==> src/stfo_pkg.sv <==
// Shared types and codes for the subscription table fan-out block.
`timescale 1ns / 1ps

package stfo_pkg;

  // Most notify results reported for one input item.
  localparam int unsigned MaxResults = 16;
  localparam int unsigned EmitCntW   = $clog2(MaxResults + 1);

  typedef enum logic [1:0] {
    FUNC_SUBSCRIBE   = 2'd0,
    FUNC_UNSUBSCRIBE = 2'd1,
    FUNC_NOTIFY      = 2'd2,
    FUNC_CLEAR       = 2'd3
  } func_e;

  typedef enum logic [1:0] {
    REG_MAX_SUBS   = 2'd0,
    REG_SAFE_MODE  = 2'd1,
    REG_GROUP_WC   = 2'd2,
    REG_ID_WC      = 2'd3
  } reg_e;

  typedef struct packed {
    logic [7:0]  group;
    logic [7:0]  id;
    logic [31:0] ip;
    logic [15:0] port;
  } entry_t;

  // Broadcast to every cell of the table.
  typedef struct packed {
    entry_t     key;
    logic [7:0] group_wc;
    logic [7:0] id_wc;
  } cell_ctrl_t;

endpackage

==> src/stfo_cell.sv <==
// One table slot: holds an entry, loads the key or shifts from its upper neighbor, compares against the key.
`timescale 1ns / 1ps

module stfo_cell (
  input  logic                clk_i,
  input  stfo_pkg::cell_ctrl_t ctrl_i,
  input  logic                shift_en_i,
  input  logic                load_en_i,
  input  stfo_pkg::entry_t    next_entry_i,
  output stfo_pkg::entry_t    entry_o,
  output logic                key_eq_o,
  output logic                notify_hit_o
);

  stfo_pkg::entry_t entry_q;

  always_ff @(posedge clk_i) begin
    if (load_en_i) begin
      entry_q <= ctrl_i.key;
    end else if (shift_en_i) begin
      entry_q <= next_entry_i;
    end
  end

  assign entry_o  = entry_q;
  assign key_eq_o = (entry_q == ctrl_i.key);

  // Wildcard group matches any key; otherwise group and id (or id wildcard).
  assign notify_hit_o = (entry_q.group == ctrl_i.group_wc) ||
                        ((entry_q.group == ctrl_i.key.group) &&
                         ((entry_q.id == ctrl_i.key.id) || (entry_q.id == ctrl_i.id_wc)));

endmodule

==> src/stfo_pick.sv <==
// Highest-index set bit finder, used to select the newest matching slot.
`timescale 1ns / 1ps

module stfo_pick #(
  parameter int unsigned Width = 16,
  localparam int unsigned IdxW = (Width > 1) ? $clog2(Width) : 1
) (
  input  logic [Width-1:0] req_i,
  output logic             found_o,
  output logic [IdxW-1:0]  idx_o
);

  always_comb begin
    found_o = 1'b0;
    idx_o   = '0;
    for (int i = 0; i < Width; i++) begin
      if (req_i[i]) begin
        found_o = 1'b1;
        idx_o   = IdxW'(i);
      end
    end
  end

endmodule

==> src/subscription_table_fanout_core.sv <==
// Top level of the subscription table: cell chain, sequencer, result register and APB registers.
`timescale 1ns / 1ps

// Channel   Handshake              Payload
// --------  ---------------------  ------------------------------------------------
// input     in_valid_i/in_ready_o  func_i key_group_i key_id_i peer_ip_i peer_port_i
// output    out_valid_o/out_ready_i status_o match_valid_o match_ip_o match_port_o last_o
// config    psel/penable/pwrite    paddr pwdata, prdata read back, pready tied high
//
// One item at a time. Clear and refused requests go straight to the response state;
// unsubscribe steps through unsub and response, subscribe through evict, insert and
// response, notify through scan and then one result per emit step (one empty result
// when nothing matches, at most 16). The sequencer steps the cell chain: eviction
// shift, duplicate check with insert, and one result per cycle read out of the chain
// while the output register is free; output stalls hold the sequencer only while a
// result waits in the output register. The next input transfer is taken as soon as
// the sequencer is back in idle. Reset (rst_ni low, asynchronous) empties the table
// and restores register defaults; slot contents are not cleared, the fill count masks them.

module subscription_table_fanout_core #(
  parameter int unsigned TABLE_DEPTH = 16
) (
  input  logic        clk_i,
  input  logic        rst_ni,

  input  logic        in_valid_i,
  output logic        in_ready_o,
  input  logic [1:0]  func_i,
  input  logic [7:0]  key_group_i,
  input  logic [7:0]  key_id_i,
  input  logic [31:0] peer_ip_i,
  input  logic [15:0] peer_port_i,

  output logic        out_valid_o,
  input  logic        out_ready_i,
  output logic        status_o,
  output logic        match_valid_o,
  output logic [31:0] match_ip_o,
  output logic [15:0] match_port_o,
  output logic        last_o,

  input  logic        psel,
  input  logic        penable,
  input  logic        pwrite,
  input  logic [3:0]  paddr,
  input  logic [31:0] pwdata,
  output logic [31:0] prdata,
  output logic        pready
);

  localparam int unsigned CntW = $clog2(TABLE_DEPTH + 1);
  localparam int unsigned IdxW = (TABLE_DEPTH > 1) ? $clog2(TABLE_DEPTH) : 1;

  typedef enum logic [2:0] {
    ST_IDLE,
    ST_EVICT,
    ST_INSERT,
    ST_UNSUB,
    ST_SCAN,
    ST_EMIT,
    ST_RESP
  } state_e;

  // ---------------------------------------------------------------------------
  // Configuration registers
  // ---------------------------------------------------------------------------
  logic [4:0] max_subs_q;
  logic       safe_mode_q;
  logic [7:0] group_wc_q;
  logic [7:0] id_wc_q;

  assign pready = 1'b1;

  always_ff @(posedge clk_i or negedge rst_ni) begin
    if (!rst_ni) begin
      max_subs_q  <= 5'd16;
      safe_mode_q <= 1'b0;
      group_wc_q  <= 8'hFF;
      id_wc_q     <= 8'hFF;
    end else if (psel && penable && pwrite) begin
      case (stfo_pkg::reg_e'(paddr[3:2]))
        stfo_pkg::REG_MAX_SUBS:  max_subs_q  <= pwdata[4:0];
        stfo_pkg::REG_SAFE_MODE: safe_mode_q <= pwdata[0];
        stfo_pkg::REG_GROUP_WC:  group_wc_q  <= pwdata[7:0];
        stfo_pkg::REG_ID_WC:     id_wc_q     <= pwdata[7:0];
        default: ;
      endcase
    end
  end

  always_comb begin
    case (stfo_pkg::reg_e'(paddr[3:2]))
      stfo_pkg::REG_MAX_SUBS:  prdata = 32'(max_subs_q);
      stfo_pkg::REG_SAFE_MODE: prdata = 32'(safe_mode_q);
      stfo_pkg::REG_GROUP_WC:  prdata = 32'(group_wc_q);
      stfo_pkg::REG_ID_WC:     prdata = 32'(id_wc_q);
      default:                 prdata = '0;
    endcase
  end

  // ---------------------------------------------------------------------------
  // Sequencer state
  // ---------------------------------------------------------------------------
  state_e                             state_q;
  stfo_pkg::entry_t                   key_q;
  logic                               resp_status_q;
  logic [CntW-1:0]                    count_q;
  logic [TABLE_DEPTH-1:0]             pend_q;
  logic [stfo_pkg::EmitCntW-1:0]      emit_cnt_q;

  logic                               out_valid_q;
  logic                               status_q;
  logic                               match_valid_q;
  logic [31:0]                        match_ip_q;
  logic [15:0]                        match_port_q;
  logic                               last_q;

  // ---------------------------------------------------------------------------
  // Cell chain: slot 0 is the oldest entry, slot count_q-1 the newest.
  // ---------------------------------------------------------------------------
  stfo_pkg::cell_ctrl_t   cell_ctrl;
  stfo_pkg::entry_t       entry_w [TABLE_DEPTH];
  logic [TABLE_DEPTH-1:0] key_eq_w;
  logic [TABLE_DEPTH-1:0] hit_w;
  logic [TABLE_DEPTH-1:0] occ_w;
  logic [TABLE_DEPTH-1:0] shift_en_w;
  logic [TABLE_DEPTH-1:0] load_en_w;

  logic            uns_found;
  logic [IdxW-1:0] uns_idx;
  logic            top_found;
  logic [IdxW-1:0] top_idx;

  logic       dup;
  logic       evict_cond;
  logic       shift_all;
  logic       unsub_do;
  logic       insert_do;
  logic       out_free;
  logic       out_load;
  logic [7:0] lim_raw;
  logic [7:0] lim_eff;
  logic [TABLE_DEPTH-1:0] pend_rest;
  logic       emit_last;

  assign cell_ctrl.key      = key_q;
  assign cell_ctrl.group_wc = group_wc_q;
  assign cell_ctrl.id_wc    = id_wc_q;

  for (genvar g = 0; g < TABLE_DEPTH; g++) begin : g_cell
    stfo_pkg::entry_t next_entry;

    // Top slot has no upper neighbor; it falls outside the fill after any shift.
    if (g == TABLE_DEPTH - 1) begin : g_top
      assign next_entry = entry_w[g];
    end else begin : g_mid
      assign next_entry = entry_w[g+1];
    end

    assign occ_w[g]      = (CntW'(g) < count_q);
    assign shift_en_w[g] = shift_all || (unsub_do && (IdxW'(g) >= uns_idx));
    assign load_en_w[g]  = insert_do && (count_q == CntW'(g));

    stfo_cell u_cell (
      .clk_i        (clk_i),
      .ctrl_i       (cell_ctrl),
      .shift_en_i   (shift_en_w[g]),
      .load_en_i    (load_en_w[g]),
      .next_entry_i (next_entry),
      .entry_o      (entry_w[g]),
      .key_eq_o     (key_eq_w[g]),
      .notify_hit_o (hit_w[g])
    );
  end

  stfo_pick #(.Width(TABLE_DEPTH)) u_pick_unsub (
    .req_i   (key_eq_w & occ_w),
    .found_o (uns_found),
    .idx_o   (uns_idx)
  );

  stfo_pick #(.Width(TABLE_DEPTH)) u_pick_emit (
    .req_i   (pend_q),
    .found_o (top_found),
    .idx_o   (top_idx)
  );

  // Effective limit is the configured one capped at the table depth.
  assign lim_raw    = 8'(max_subs_q);
  assign lim_eff    = (lim_raw > 8'(TABLE_DEPTH)) ? 8'(TABLE_DEPTH) : lim_raw;
  assign evict_cond = (8'(count_q) >= lim_eff) && (count_q != '0);

  assign dup       = |(key_eq_w & occ_w);
  assign shift_all = (state_q == ST_EVICT) && evict_cond;
  assign unsub_do  = (state_q == ST_UNSUB) && uns_found;
  assign insert_do = (state_q == ST_INSERT) && !dup && (count_q < CntW'(TABLE_DEPTH));
  assign out_free  = !out_valid_q || out_ready_i;
  // A new result enters the output register this cycle.
  assign out_load  = ((state_q == ST_EMIT) || (state_q == ST_RESP)) && out_free;

  always_comb begin
    pend_rest          = pend_q;
    pend_rest[top_idx] = 1'b0;
  end

  // Final result: no other match left to report, or the result cap is reached.
  assign emit_last = (pend_rest == '0) ||
                     (emit_cnt_q == stfo_pkg::EmitCntW'(stfo_pkg::MaxResults - 1));

  assign in_ready_o = (state_q == ST_IDLE);

  always_ff @(posedge clk_i or negedge rst_ni) begin
    if (!rst_ni) begin
      state_q       <= ST_IDLE;
      key_q         <= '0;
      resp_status_q <= 1'b0;
      count_q       <= '0;
      pend_q        <= '0;
      emit_cnt_q    <= '0;
      out_valid_q   <= 1'b0;
      status_q      <= 1'b0;
      match_valid_q <= 1'b0;
      match_ip_q    <= '0;
      match_port_q  <= '0;
      last_q        <= 1'b0;
    end else begin
      if (out_valid_q && out_ready_i && !out_load) begin
        out_valid_q <= 1'b0;
      end

      case (state_q)
        ST_IDLE: begin
          if (in_valid_i) begin
            key_q         <= '{group: key_group_i, id: key_id_i,
                               ip: peer_ip_i, port: peer_port_i};
            resp_status_q <= 1'b0;
            case (stfo_pkg::func_e'(func_i))
              stfo_pkg::FUNC_SUBSCRIBE: begin
                if (safe_mode_q) begin
                  resp_status_q <= 1'b1;
                  state_q       <= ST_RESP;
                end else begin
                  state_q <= ST_EVICT;
                end
              end
              stfo_pkg::FUNC_UNSUBSCRIBE: state_q <= ST_UNSUB;
              stfo_pkg::FUNC_NOTIFY: begin
                if (safe_mode_q) begin
                  resp_status_q <= 1'b1;
                  state_q       <= ST_RESP;
                end else begin
                  state_q <= ST_SCAN;
                end
              end
              stfo_pkg::FUNC_CLEAR: begin
                count_q <= '0;
                state_q <= ST_RESP;
              end
              default: state_q <= ST_RESP;
            endcase
          end
        end

        ST_EVICT: begin
          // At the limit, drop the oldest entry; the whole chain moves down one slot.
          if (evict_cond) begin
            count_q <= count_q - CntW'(1);
          end
          state_q <= ST_INSERT;
        end

        ST_INSERT: begin
          if (insert_do) begin
            count_q <= count_q + CntW'(1);
          end
          state_q <= ST_RESP;
        end

        ST_UNSUB: begin
          if (unsub_do) begin
            count_q <= count_q - CntW'(1);
          end
          state_q <= ST_RESP;
        end

        ST_SCAN: begin
          pend_q     <= hit_w & occ_w;
          emit_cnt_q <= '0;
          state_q    <= ST_EMIT;
        end

        ST_EMIT: begin
          if (out_free) begin
            out_valid_q <= 1'b1;
            status_q    <= 1'b0;
            if (top_found) begin
              match_valid_q <= 1'b1;
              match_ip_q    <= entry_w[top_idx].ip;
              match_port_q  <= entry_w[top_idx].port;
              last_q        <= emit_last;
              pend_q        <= pend_rest;
              emit_cnt_q    <= emit_cnt_q + stfo_pkg::EmitCntW'(1);
              if (emit_last) begin
                state_q <= ST_IDLE;
              end
            end else begin
              // No subscriber matched: report one empty result.
              match_valid_q <= 1'b0;
              match_ip_q    <= '0;
              match_port_q  <= '0;
              last_q        <= 1'b1;
              state_q       <= ST_IDLE;
            end
          end
        end

        ST_RESP: begin
          if (out_free) begin
            out_valid_q   <= 1'b1;
            status_q      <= resp_status_q;
            match_valid_q <= 1'b0;
            match_ip_q    <= '0;
            match_port_q  <= '0;
            last_q        <= 1'b1;
            state_q       <= ST_IDLE;
          end
        end

        default: state_q <= ST_IDLE;
      endcase
    end
  end

  assign out_valid_o   = out_valid_q;
  assign status_o      = status_q;
  assign match_valid_o = match_valid_q;
  assign match_ip_o    = match_ip_q;
  assign match_port_o  = match_port_q;
  assign last_o        = last_q;

endmodule

==> config.mk <==
export PLATFORM = sky130hd
export DESIGN_NAME = subscription_table_fanout_core
export DESIGN_NICKNAME = d
export VERILOG_FILES = /design/src/stfo_pkg.sv /design/src/stfo_cell.sv /design/src/stfo_pick.sv /design/src/subscription_table_fanout_core.sv
export SDC_FILE = /design/constraint.sdc
export NUM_CORES = 2
export LEC_CHECK = 0
export BUFFER_PORTS_ARGS = -buffer_cell sky130_fd_sc_hd__buf_4
export CORE_MARGIN = 3
export CORE_UTILIZATION = 40
export CTS_BUF_LIST = sky130_fd_sc_hd__clkbuf_4 sky130_fd_sc_hd__clkbuf_8 sky130_fd_sc_hd__clkbuf_16
export DETAILED_ROUTE_END_ITERATION = 7
export GPL_TIMING_DRIVEN = 0
export PLACE_DENSITY = 0.65
export SKIP_LAST_GASP = 1
export SYNTH_ARGS = -nofsm -noshare
export SYNTH_HDL_FRONTEND = slang
export SYNTH_HIERARCHICAL = 1
export SYNTH_SLANG_ARGS = --single-unit
==> constraint.sdc <==
create_clock -name clk_i -period 5.4 [get_ports clk_i]
set_clock_uncertainty 0.1 [all_clocks]
set_input_delay 0.27 -clock clk_i [delete_from_list [all_inputs] [get_ports clk_i]]
set_output_delay 0.27 -clock clk_i [all_outputs]
set_load 0.1 [all_outputs]
After elaboration in Yosys (flattened, before gate mapping)
Cells that the tools add are included.

cells by class
  multiplexer cells = 143
  bitwise logic cells = 5
  reductions and logical operators = 148
  magnitude comparators = 37
  equal/unequal tests = 117
  add/subtract/negate cells = 3

operators by type and width
  kind                                                                  count
  64-bit 2-to-1 mux                                                     30
  64-bit == test                                                        16
  8-bit == test                                                         64
  64-bit binary-select mux with 4-bit select                            1
  32-bit case mux with 4 select lines                                   1
  32-bit 2-to-1 mux                                                     3
  48-bit 2-to-1 mux                                                     2
  16-bit 2-to-1 mux                                                     5
  4-bit 2-to-1 mux                                                      16
  16-bit case mux with 2 select lines                                   2
  32-bit case mux with 2 select lines                                   1
  1-bit logical AND                                                     58
  1-bit logical OR                                                      50
  16-bit AND                                                            3
  1-bit 2-to-1 mux                                                      47
  5-bit by 4-bit == test with 1-bit output (second input constant)      9
  3-bit 2-to-1 mux                                                      14
  4-bit by 5-bit < comparator with 1-bit output (first input constant)  8
  5-bit 2-to-1 mux                                                      8
  2-bit nonzero test                                                    17
  4-bit greater-or-equal comparator (first input constant)              7
  5-bit by 3-bit == test with 1-bit output (second input constant)      4
  3-bit by 5-bit < comparator with 1-bit output (first input constant)  4
  5-bit case mux with 4 select lines                                    1
  other kinds (44)                                                      82

storage, ports and cells
  register bits after elaboration = 1192
  word-level logic and storage cells = 536
  bits of input ports = 109

Depth between registers and ports, before layout
  depth in word-level cells = 27
  gate-level depth with buffers = 15

By module
The synthesis kept the hierarchy.

modules (own cells, without submodules)
  module                          area each (sq um)  cells an instance  times used
  stfo_cell                       3577.2             246                16
  subscription_table_fanout_core  13947.1            1039               1
  stfo_pick                       161.4              29                 2

Least setup slack after synthesis
Ideal clock, no wire load.

  path type = flip-flop to flip-flop
  from = register key_q (netlist bit cell_ctrl[78])
  to = register g_cell[4].u_cell.entry_q (netlist bit g_cell[4].u_cell/entry_o[0]), enable pin
  period minus slack after synthesis = 4.608 ns
  arrival = 4.114 ns
  stages on the path, launching flop included = 15
  data required time = 4.906 ns
  path slack = 0.792 ns
  cells stage by stage = dfrtp_1 xnor2_1 nand4_1 nor2_1 nand3_1 nor3_2 and2_1 or4_4 nor4_4 nand2_1 nor2_1 and2_1 buf_2 buf_4 or2_2

between the ends
  elaborated cells between the ends (all ways) = 58

RTL lines
  element                         line                                   text
  start, declared                 subscription_table_fanout_core.sv:105  stfo_pkg::entry_t key_q;
  start signal, assigned          subscription_table_fanout_core.sv:234  key_q <= '{group: key_group_i, id: key_id_i,
  64-bit == test                  stfo_cell.sv:26                        assign key_eq_o = (entry_q == ctrl_i.key);
  net key_eq_w[14]                subscription_table_fanout_core.sv:123  logic [TABLE_DEPTH-1:0] key_eq_w;
  16-bit AND                      subscription_table_fanout_core.sv:193  assign dup = |(key_eq_w & occ_w);
  16-bit OR reduction             subscription_table_fanout_core.sv:193
  1-bit logical NOT               subscription_table_fanout_core.sv:196  assign insert_do = (state_q == ST_INSERT) && !dup && (count_q < CntW'(TABLE_DEPTH));
  1-bit logical AND (2 in a row)  subscription_table_fanout_core.sv:196
  1-bit logical AND               subscription_table_fanout_core.sv:162  assign load_en_w[g] = insert_do && (count_q == CntW'(g));
  net load_en_w[4]                subscription_table_fanout_core.sv:127  logic [TABLE_DEPTH-1:0] load_en_w;
  2-bit nonzero test (no line)    n/a
  end signal, assigned            stfo_cell.sv:19                        entry_q <= ctrl_i.key;
  end signal, assigned            stfo_cell.sv:21                        entry_q <= next_entry_i;
  end, declared                   stfo_cell.sv:15                        stfo_pkg::entry_t entry_q;

The timed path passes the listed nets, and every way through them passes these cells.
A chain may end at the register's enable or synchronous reset.

Worst setup path after layout
  from = register key_q (netlist bit cell_ctrl[26])
  to = register g_cell[2].u_cell.entry_q (netlist bit g_cell[2].u_cell/entry_o[10]), enable pin

between the ends
  elaborated cells between the ends (all ways) = 58

RTL lines
  element                        line                                   text
  64-bit == test                 stfo_cell.sv:26
  net key_eq_w[9]                subscription_table_fanout_core.sv:123
  16-bit AND                     subscription_table_fanout_core.sv:177  .req_i (key_eq_w & occ_w),
  1-bit 2-to-1 mux (7 in a row)  stfo_pick.sv:17                        if (req_i[i]) begin
  net uns_found                  subscription_table_fanout_core.sv:129  logic uns_found;
  1-bit logical AND              subscription_table_fanout_core.sv:195  assign unsub_do = (state_q == ST_UNSUB) && uns_found;
  1-bit logical AND              subscription_table_fanout_core.sv:161  assign shift_en_w[g] = shift_all || (unsub_do && (IdxW'(g) >= uns_idx));
  1-bit logical OR               subscription_table_fanout_core.sv:161
  net shift_en_w[2]              subscription_table_fanout_core.sv:126  logic [TABLE_DEPTH-1:0] shift_en_w;
  2-bit nonzero test (no line)   n/a
  end signal, assigned           stfo_cell.sv:19
  end signal, assigned           stfo_cell.sv:21
  end, declared                  stfo_cell.sv:15

The timed path passes the listed nets, and every way through them passes these cells.

==> key figures <==
Setup path
  – Worst Path Arrival: 5720 ps
  – Crit. End Element: flip-flop
  – Critical Path Fanout Max: 40
  – Reg2reg setup slack: 40 ps
  – FF-to-FF path depth: 14
  – Worst EP required: 5760 ps
  – Critical Path Start Type: flip-flop
  – Critical path origin: cell_ctrl[26]$_DFFE_PN0P_
  – R2R Path Start: cell_ctrl[26]$_DFFE_PN0P_
  – Reg2reg end: g_cell[2].u_cell/entry_o[10]$_DFFE_PP_
  – Setup CP Type: reg -> reg

Place
  – DP HPWL: 176,000 um
  – DP Worst Slack: -1640 ps
  – PortBufs: 143
  – Placed cell area: 76,200 sq um
  – GPL Wtd Cong: 0.932

Status
  – Status: finished, final reports clean

Route
  – DRC errors left: 0
  – Initial DRC Count: 4,601
  – Per-cell routed wire length: 29.3 um
  – Routed WL: 232,000 um
  – Antenna-violating nets left: 0
  – Pre-Repair DR Iteration Count: 5
  – Via density: 5.86
  – Vias: 46,397

Pwr
  – Sw Ratio: 42.1%
  – Leakage power: 26.7 nW
  – Internal Pwr Total: 25.2 mW
  – Worst vdd ir: 0.546 mV
  – Power Dens Cells: 528 nW/um^2
  – Part of the power in registers: 39.7%
  – Clock power share: 21.6%
  – Logic gate share of total power: 38.7%
  – Net Sw Power: 18.3 mW

Finish
  – Area grow syn2layout: 15.2%
  – Final nets: 5,585
  – Commonest non-fill, non-tap cells in the layout: 1,115 x mux2_2, 1,024 x edfxtp_1, 768 x xnor2_1
  – Post-route cell area: 82,400 sq um
  – Fill cells: 15,623
  – Finished Core Util: 46.6%
  – Most common library cell in the layout ignoring fill and taps: mux2_2
  – Fraction of layout cells with a size suffix above 1: 37.3%

Floorplanning
  – CORE AREA: 177,000 sq um
  – Ports: 195
  – Die area: 184,000 sq um
  – Initial Util: 40.4%
  – Die height: 429 um
  – Die X: 429 um
  – Row cnt: 154

GRT
  – GRT overflow: 0
  – Antenna violations before repair: 17
  – First-pass GRT wire length: 327,000 um
  – Total track usage: 24.2%
  – Vias in the first global route: 45,958
  – Largest net degree at the start of global routing: 88

Synthesis
  – Ys async rst share: 14.1%
  – Ys flop type: edfxtp_1
  – Syn_area_per_cell: 14.2 sq um
  – YS warnings: 6
  – Synth Instances: 5,033
  – Synthesized area: 71,500 sq um
  – Yosys reg bits: 1,192
  – Synth cell types: 73
  – Post-synth EDFFs: 1,024
  – Register area share after synthesis: 48.9%

Hold path
  – Hold Startpoint: peer_ip_i[6]
  – Min-delay worst type: in -> reg
  – Hold depth: 3
  – Hold Crit Endpoint: cell_ctrl[38]$_DFFE_PN0P_

Timing
  – Maximum clock frequency: 0.187 GHz
  – Actual slew at the worst max-slew pin: 1350 ps
  – Setup ws final: 43.3 ps
  – RSZ-0062 raised after global routing: false
  – Fin crit period: 5360 ps
  – Setup-failing EPs final: 0
  – Fin. max-slew vios: 0
  – Final Hold Vio Count: 0
  – Rel. slew slack: 9.69%
  – Fin crit share: 99.2%

Flow run
  – Max-cap violations: 0

Clock network
  – CTS tree: yes
  – Htree depth: 4
  – Worst skew pair latency: 790 ps
  – Clock sink count: 1,192
  – Root buffer cell: clkbuf_16
  – Worst-path clk slew: 60 ps
  – Max Buffers Root-to-Sink: 3
  – TritonCTS Buffers: 134
==> kinds of logic after synthesis <==
| group | Yosys count | share of synthesized area (%) |
|---|---|---|
| AOI/OAI and AO/OA | 223 | 2.25 |
| xor gates and xnor gates | 1283 | 15.7 |
| adders and majority gates | 12 | 0.210 |
| buffers and inverters | 264 | 2.03 |
| DFF | 1192 | 48.9 |
| muxes | 1360 | 25.2 |
| other | 2 | 0.0105 |
| and+or+nand+nor | 697 | 5.66 |
==> synthesized netlist by cell type (all sizes together), types with 3 or more instances <==
master / number / area [sq um]
and2: 13 / 81.3
o32ai: 3 / 26.3
nor3b: 4 / 35.0
o211ai: 4 / 30.0
nor4: 156 / 991
inv: 15 / 56.3
xnor2: 768 / 6730
edfxtp: 1024 / 30700
nor2: 97 / 364
nor2b: 15 / 93.8
a21oi: 18 / 90.1
xor2: 515 / 4510
a31oi: 4 / 25.0
a21o: 5 / 37.5
buf: 169 / 1100
o21a: 9 / 67.6
nand4: 228 / 1430
o21ai: 78 / 394
a32o: 55 / 551
and3: 11 / 68.8
nand2b: 13 / 81.3
a21boi: 4 / 33.8
nand2: 53 / 199
o31ai: 5 / 37.5
mux2: 1116 / 12600
a311oi: 3 / 26.3
dfrtp: 151 / 3780
or2: 23 / 144
or3: 5 / 31.3
a211oi: 3 / 22.5
nor3: 34 / 262
dfstp: 17 / 447
o31a: 3 / 26.3
mux2i: 3 / 30.0
ha: 12 / 150
clkbuf: 80 / 300
o22ai: 7 / 43.8
a22o: 5 / 43.8
nand3: 34 / 170
mux4: 241 / 5430
==> power groups by stage <==
stage / combinational (mW) / sequential (mW) / clock [mW]
finish: 16.8 / 17.3 / 9.41
global placement: 15.3 / 17.3 / 0
CTS: 16.2 / 17.2 / 9.53
detailed placement: 15.9 / 17.3 / 0
global route: 17.5 / 17.6 / 9.88
floorplan: 9.98 / 16.5 / 0
==> timing repair <==
action,in CTS,in global routing
setup endpoints to repair,2081,792
hold endpoints to repair,244,0
resized for setup,116,39
hold buffers,88,0
gates cloned,3,5
pin swaps,4,6
setup buffers,3,9
==> worst max path at each step <==
| stage | endpoint | slack (ps) | cells past startpoint |
|---|---|---|---|
| CTS | match_ip_o[29]$_DFFE_PN0P_ | -200 | 9 |
| finish | g_cell[2].u_cell/entry_o[10]$_DFFE_PP_ | 40 | 14 |
| floorplan | g_cell[4].u_cell/entry_o[0]$_DFFE_PP_ | 790 | 14 |
| global placement | g_cell[0].u_cell/entry_o[8]$_DFFE_PP_ | -2560 | 13 |
| detailed placement | g_cell[3].u_cell/entry_o[10]$_DFFE_PP_ | -1640 | 13 |
| global route | g_cell[14].u_cell/entry_o[27]$_DFFE_PP_ | 10 | 13 |
==> layout make-up <==
| type | count | area, sq um | area share (%) |
|---|---|---|---|
| antenna | 5 | 12.5 | 0.0152 |
| multi-input combinational | 3608 | 35700 | 43.3 |
| timing repair buffer | 264 | 2610 | 3.17 |
| inverter | 15 | 56.3 | 0.0683 |
| buffer | 249 | 1410 | 1.71 |
| clock buffer | 186 | 4000 | 4.85 |
| clock inverter | 58 | 512 | 0.621 |
| sequential | 1192 | 35200 | 42.7 |
| tap | 2340 | 2930 | 3.55 |
==> stage by stage <==
step / TNS (ps) / std cells / hold slack (ps) / total power [mW]
after floorplan: 0 / 5056 / -126 / 26.5
after global routing: 0 / 7913 / 128 / 45.1
final: 0 / 7917 / 155 / 43.5
after global placement: -2803620 / 7539 / 372 / 32.7
after CTS: -2510 / 7898 / 82.5 / 42.9
after detailed placement: -1709220 / 7560 / 197 / 33.2
==> state kept, by name, summed over array words and instances, names as in the netlist <==
signal                 cells
count_q                    5
match_ip_o                32
safe_mode_q                1
resp_status_q              1
out_valid_o                1
cell_ctrl                 64
match_valid_o              1
g_cell.u_cell/entry_o   1024
match_port_o              16
last_o                     1
state_q                    3
id_wc_q                    8
max_subs_q                 5
emit_cnt_q                 5
pend_q                    16
group_wc_q                 8
status_o                   1
==> critical path, stage by stage, from the launching register on <==
cell and delay (ps):
dfrtp_4 690, xor2_1 250, nor4_2 880, nand4_1 300, nor3_2 230, o21a_1 250, nor4_1 120, nand4_1 210
nand3_2 220, or2_2 360, clkbuf_1 280, a211o_1 360, nand2_1 130, or2_4 320, buf_16 270
==> per-layer routing <==
| layer | global-route usage [%] | vias to the layer above | routed length (um) |
|---|---|---|---|
| met5 | 0 | - | 24 |
| met2 | 38.9 | 1923 | 107000 |
| li1 | - | 20168 | - |
| met4 | 11.8 | 4 | 12400 |
| met1 | 32.4 | 23920 | 97700 |
| met3 | 3.30 | 382 | 14700 |
Power figures use the tool's default switching activity.
